## config.mk

```make
export PLATFORM = sky130hd
export DESIGN_NAME = lfu_ctrl
export DESIGN_NICKNAME = d
export VERILOG_FILES = /design/src/lfu_pkg.sv /design/src/lfu_ctrl.sv
export SDC_FILE = /design/constraint.sdc
export NUM_CORES = 1
export LEC_CHECK = 0
export BUFFER_PORTS_ARGS = -buffer_cell sky130_fd_sc_hd__buf_2
export CAP_MARGIN = 20
export CORE_AREA = 2 2 39 41
export DETAILED_ROUTE_END_ITERATION = 8
export DIE_AREA = 0 0 41 43
export PLACE_DENSITY = 0.37
export SETUP_SLACK_MARGIN = 0.4
export SLEW_MARGIN = 25
export SYNTH_ARGS = -nofsm -noshare
export SYNTH_HDL_FRONTEND = slang
export SYNTH_SLANG_ARGS = --single-unit
```

## constraint.sdc

```tcl
create_clock -name clock -period 1.6 [get_ports clock]
set_input_delay 0.24 -clock clock [delete_from_list [all_inputs] [get_ports clock]]
set_output_delay 0.24 -clock clock [all_outputs]
set_load 0.01 [all_outputs]
```

## src/lfu_pkg.sv

```systemverilog
package lfu_pkg;

   localparam int ADDR_W = 48;
   localparam int PAGE_W = 34;
   localparam int COUNT_W = 32;
   localparam int STAMP_W = 64;
   localparam int CAP_W = 7;
   localparam int KEY_W = COUNT_W + STAMP_W;

   localparam int ENTRIES_DEFAULT = 64;
   localparam int PAGE_SHIFT_DEFAULT = 14;

   localparam logic [CAP_W-1:0] CAP_RESET = CAP_W'(64);
   localparam logic [COUNT_W-1:0] COUNT_MAX = '1;
   localparam logic [COUNT_W-1:0] COUNT_ONE = COUNT_W'(1);

   // register file
   localparam int CSR_ADDR_W = 3;
   localparam int CSR_DATA_W = 32;
   localparam logic REG_CAPACITY = 1'b0;

   // result codes
   localparam logic [1:0] OUT_HIT = 2'd0;
   localparam logic [1:0] OUT_MISS_FREE = 2'd1;
   localparam logic [1:0] OUT_EVICT = 2'd2;

   typedef enum logic [1:0] {
      ST_IDLE,
      ST_SCAN,
      ST_DRAIN,
      ST_UPDATE
   } lfu_state_type;

   typedef struct packed {
      logic load;
      logic scan;
      logic update;
   } lfu_cmd_type;

   typedef struct packed {
      logic scan_last;
   } lfu_status_type;

   typedef struct packed {
      logic [PAGE_W-1:0] page;
      logic [COUNT_W-1:0] count;
      logic [STAMP_W-1:0] stamp;
   } lfu_entry_type;

endpackage

```

## src/lfu_ctrl.sv

```systemverilog
module lfu_ctrl (
   input  logic                   clock,
   input  logic                   reset,
   input  logic                   start,
   output logic                   busy,
   output lfu_pkg::lfu_cmd_type    cmd,
   input  lfu_pkg::lfu_status_type status
);
   import lfu_pkg::*;

   lfu_state_type state_ff;
   lfu_state_type state_in;

   always_ff @(posedge clock) begin
      if (reset) begin
         state_ff <= ST_IDLE;
      end else begin
         state_ff <= state_in;
      end
   end

   always_comb begin
      state_in = state_ff;
      cmd = '0;
      busy = 1'b1;
      unique case (state_ff)
         ST_IDLE: begin
            busy = 1'b0;
            if (start) begin
               cmd.load = 1'b1;
               state_in = ST_SCAN;
            end
         end
         ST_SCAN: begin
            cmd.scan = 1'b1;
            if (status.scan_last) begin
               state_in = ST_DRAIN;
            end
         end
         // last read still in flight
         ST_DRAIN: begin
            state_in = ST_UPDATE;
         end
         ST_UPDATE: begin
            cmd.update = 1'b1;
            state_in = ST_IDLE;
         end
         default: begin
            state_in = ST_IDLE;
         end
      endcase
   end

   a_update_ends: assert property (@(posedge clock) disable iff (reset)
      (state_ff == ST_UPDATE) |=> (state_ff == ST_IDLE))
      else $error("update did not return to idle");

   a_accept_scans: assert property (@(posedge clock) disable iff (reset)
      (start && !busy) |=> (state_ff == ST_SCAN))
      else $error("accepted beat did not start a scan");

   a_drain_updates: assert property (@(posedge clock) disable iff (reset)
      (state_ff == ST_DRAIN) |=> (state_ff == ST_UPDATE))
      else $error("drain did not lead to the update");

endmodule

```

==> flow_summary.ini <==
[setup_path]
crit_end = cmd[2]
timing.rr.start = state_ff[1]
crit_start = state_ff[0]
worstPathMaxFanout = 3
crit_buf_inv = 2
slowest_stage = dfxtp_4
worstSetupPathDepth = 4
start_kind = register
worstPathCellList = inv_4, ha_4, and2_4, buf_6
crit_family = flip-flops
critPathArrivalTime_ns = 1.03
reg2regPathDepth = 5
max_stage_delay_ns = 0.37
path_class = reg -> out
r2r_end = state_ff[0]
r2r_slack_ns = 0.36
cp-end-kind = primary output
crit_required_ns = 1.36

[global_route]
grt_use_total_pct = 6.41
grt_max_degree = 5
grt_pass1_wl_um = 745
antenna_found_initial = 0
grt_pass1_vias = 180
grt_overflow = 0

[sta]
worst_pin_slew_ns = 0.178
slew_headroom_pct = 88.0
fin_crit_sh_pct = 79.3
rsz0062_at_grt = true
fmax_ghz = 0.788
worst_clock_skew_ns = 0.00215
fin_crit_ns = 1.27
setup_viol = 0
final-max-slew-violation-count = 0
finalHoldViolCount = 0
fin_setup_tns_ns = 0
whs_ns = 0.173

[logic_synthesis]
syn_area_per_cell_um2 = 9.70
yosys.area.top_type = ha_1
synth_seq_cells = 2
netlist_instances = 20
synth_seq_area_share_pct = 20.6
synth_top_area_share_pct = 32.3
yosysWarnings = 0
synth_area_leaders = ha_1, dfxtp_1, nor2b_4, inv_1, nor2_4
syn-num-nets = 29
ys_types = 10
netlist_area_um2 = 194

[clock_network]
cts_hold_buf = 0
cts-buffers-inserted = 3
cts_sinks = 2
clk_pin_slew_ns = 0.03
cts_root_buf = clkbuf_4
htree_levels = 1
cts_tree = built
clock_latency_ns = 0.22
clockBufferDepth = 2

[detailed_routing]
drtIter0Drc = 2
dr.pass1.iters = 4
routed_wl_um = 415
vias = 179
detail_route.wl_per_cell_um = 8.30
drt-vias-per-instance = 3.58
drtAntennaViolNets = 0
drc = 0

[finish]
synthToLayoutAreaGrowth_pct = 92.3
top_regs = state_ff: 2 flops
utilization_pct = 26.9
final_common_cell = buf_2
multi_input_area_um2 = 195
fillers = 149
max_flop_register = state_ff
finish.net_count = 44
largest_register_ffs = 2
mostFrequentLayoutCells = buf_2, ha_4, clkbuf_4, buf_4
regArea_um2 = 45.0
n_antenna_cell = 0
drive_above_1_share_pct = 73.5

[floorplan]
num_rows = 14
core-area_um2 = 1380
die_y_um = 43
die_x_um = 41
io_pins = 8
initial_utilization_pct = 14.0
die-area_um2 = 1760

[power]
total_power_uw = 675
power_density_nw_per_um2 = 1810
power.leakage_uw = 0.000162
ir_worst_vdd_v = 0.000929

[hold_path]
hold_path_class = in -> reg
hp-start = reset

[place]
hpwl_um = 274
place_congestion = 0.683
port_buffers = 7

[status]
status = finished, final reports clean

[job]
drv_cap = 0
==> stage by stage <==
step                cell area (um^2)  setup slack, ns  std cells
floorplan                        214            0.392         20
global placement                 269            0.332         43
detailed placement               269            0.317         43
CTS                              345            0.309         50
global route                     373            0.283         50
finish                           373            0.331         50
==> logic make-up (layout without fill, tap and decap cells) <==
group | count (synthesis) | in the layout | share of synthesized area [%]
fa+ha+maj | 5 | 5 | 32.3
buf+inv | 3 | 17 | 5.81
compound gates | 4 | 4 | 10.3
flops | 2 | 2 | 20.6
simple gates | 6 | 6 | 31.0
==> worst min-delay path by stage <==
stage | to | cells past startpoint
after detailed placement | state_ff[0] | 2
final | state_ff[0] | 2
after global placement | state_ff[1] | 2
after CTS | state_ff[0] | 2
after global routing | state_ff[0] | 2
after floorplan | state_ff[0] | 1
==> routing by layer <==
| metal | GRT usage, % | wire length (um) | vias up |
|---|---|---|---|
| met5 | 0 | 0 | - |
| met2 | 8.13 | 183 | 8 |
| li1 | - | - | 92 |
| met3 | 3.14 | 28 | 0 |
| met1 | 8.31 | 202 | 79 |
| met4 | 4.00 | 0 | 0 |
==> repair_timing <==
action | 4_1_cts | 5_1_grt
setup endpoints to repair | 4 | 5
buffers inserted | 3 | 0
pin swaps | 5 | 2
hold endpoints to repair | 0 | 0
gates resized for setup | 5 | 5
==> cells in the mapped netlist, drive strengths merged <==
cell type / count
nor2b: 2
dfxtp: 2
nor2: 1
o21ai: 2
ha: 5
or3: 1
inv: 3
or3b: 1
and2: 1
a21oi: 2
==> power breakdown <==
| group | internal [uW] | switching [uW] | leakage [uW] | total (uW) |
|---|---|---|---|---|
| logic | 245 | 196 | 0.000129 | 441 |
| registers | 80.7 | 28.7 | 0.0000175 | 109 |
| clock network | 92.9 | 32.0 | 0.0000150 | 125 |
==> area by class of cell <==
cell class / instances / area share, %
well taps: 16 / 5.37
inverters: 3 / 4.36
repair buffers: 10 / 18.8
multi-input cells: 15 / 52.3
flip-flops and latches: 2 / 12.1
clock buffers: 4 / 7.05
(Power assumes the default switching activity.)
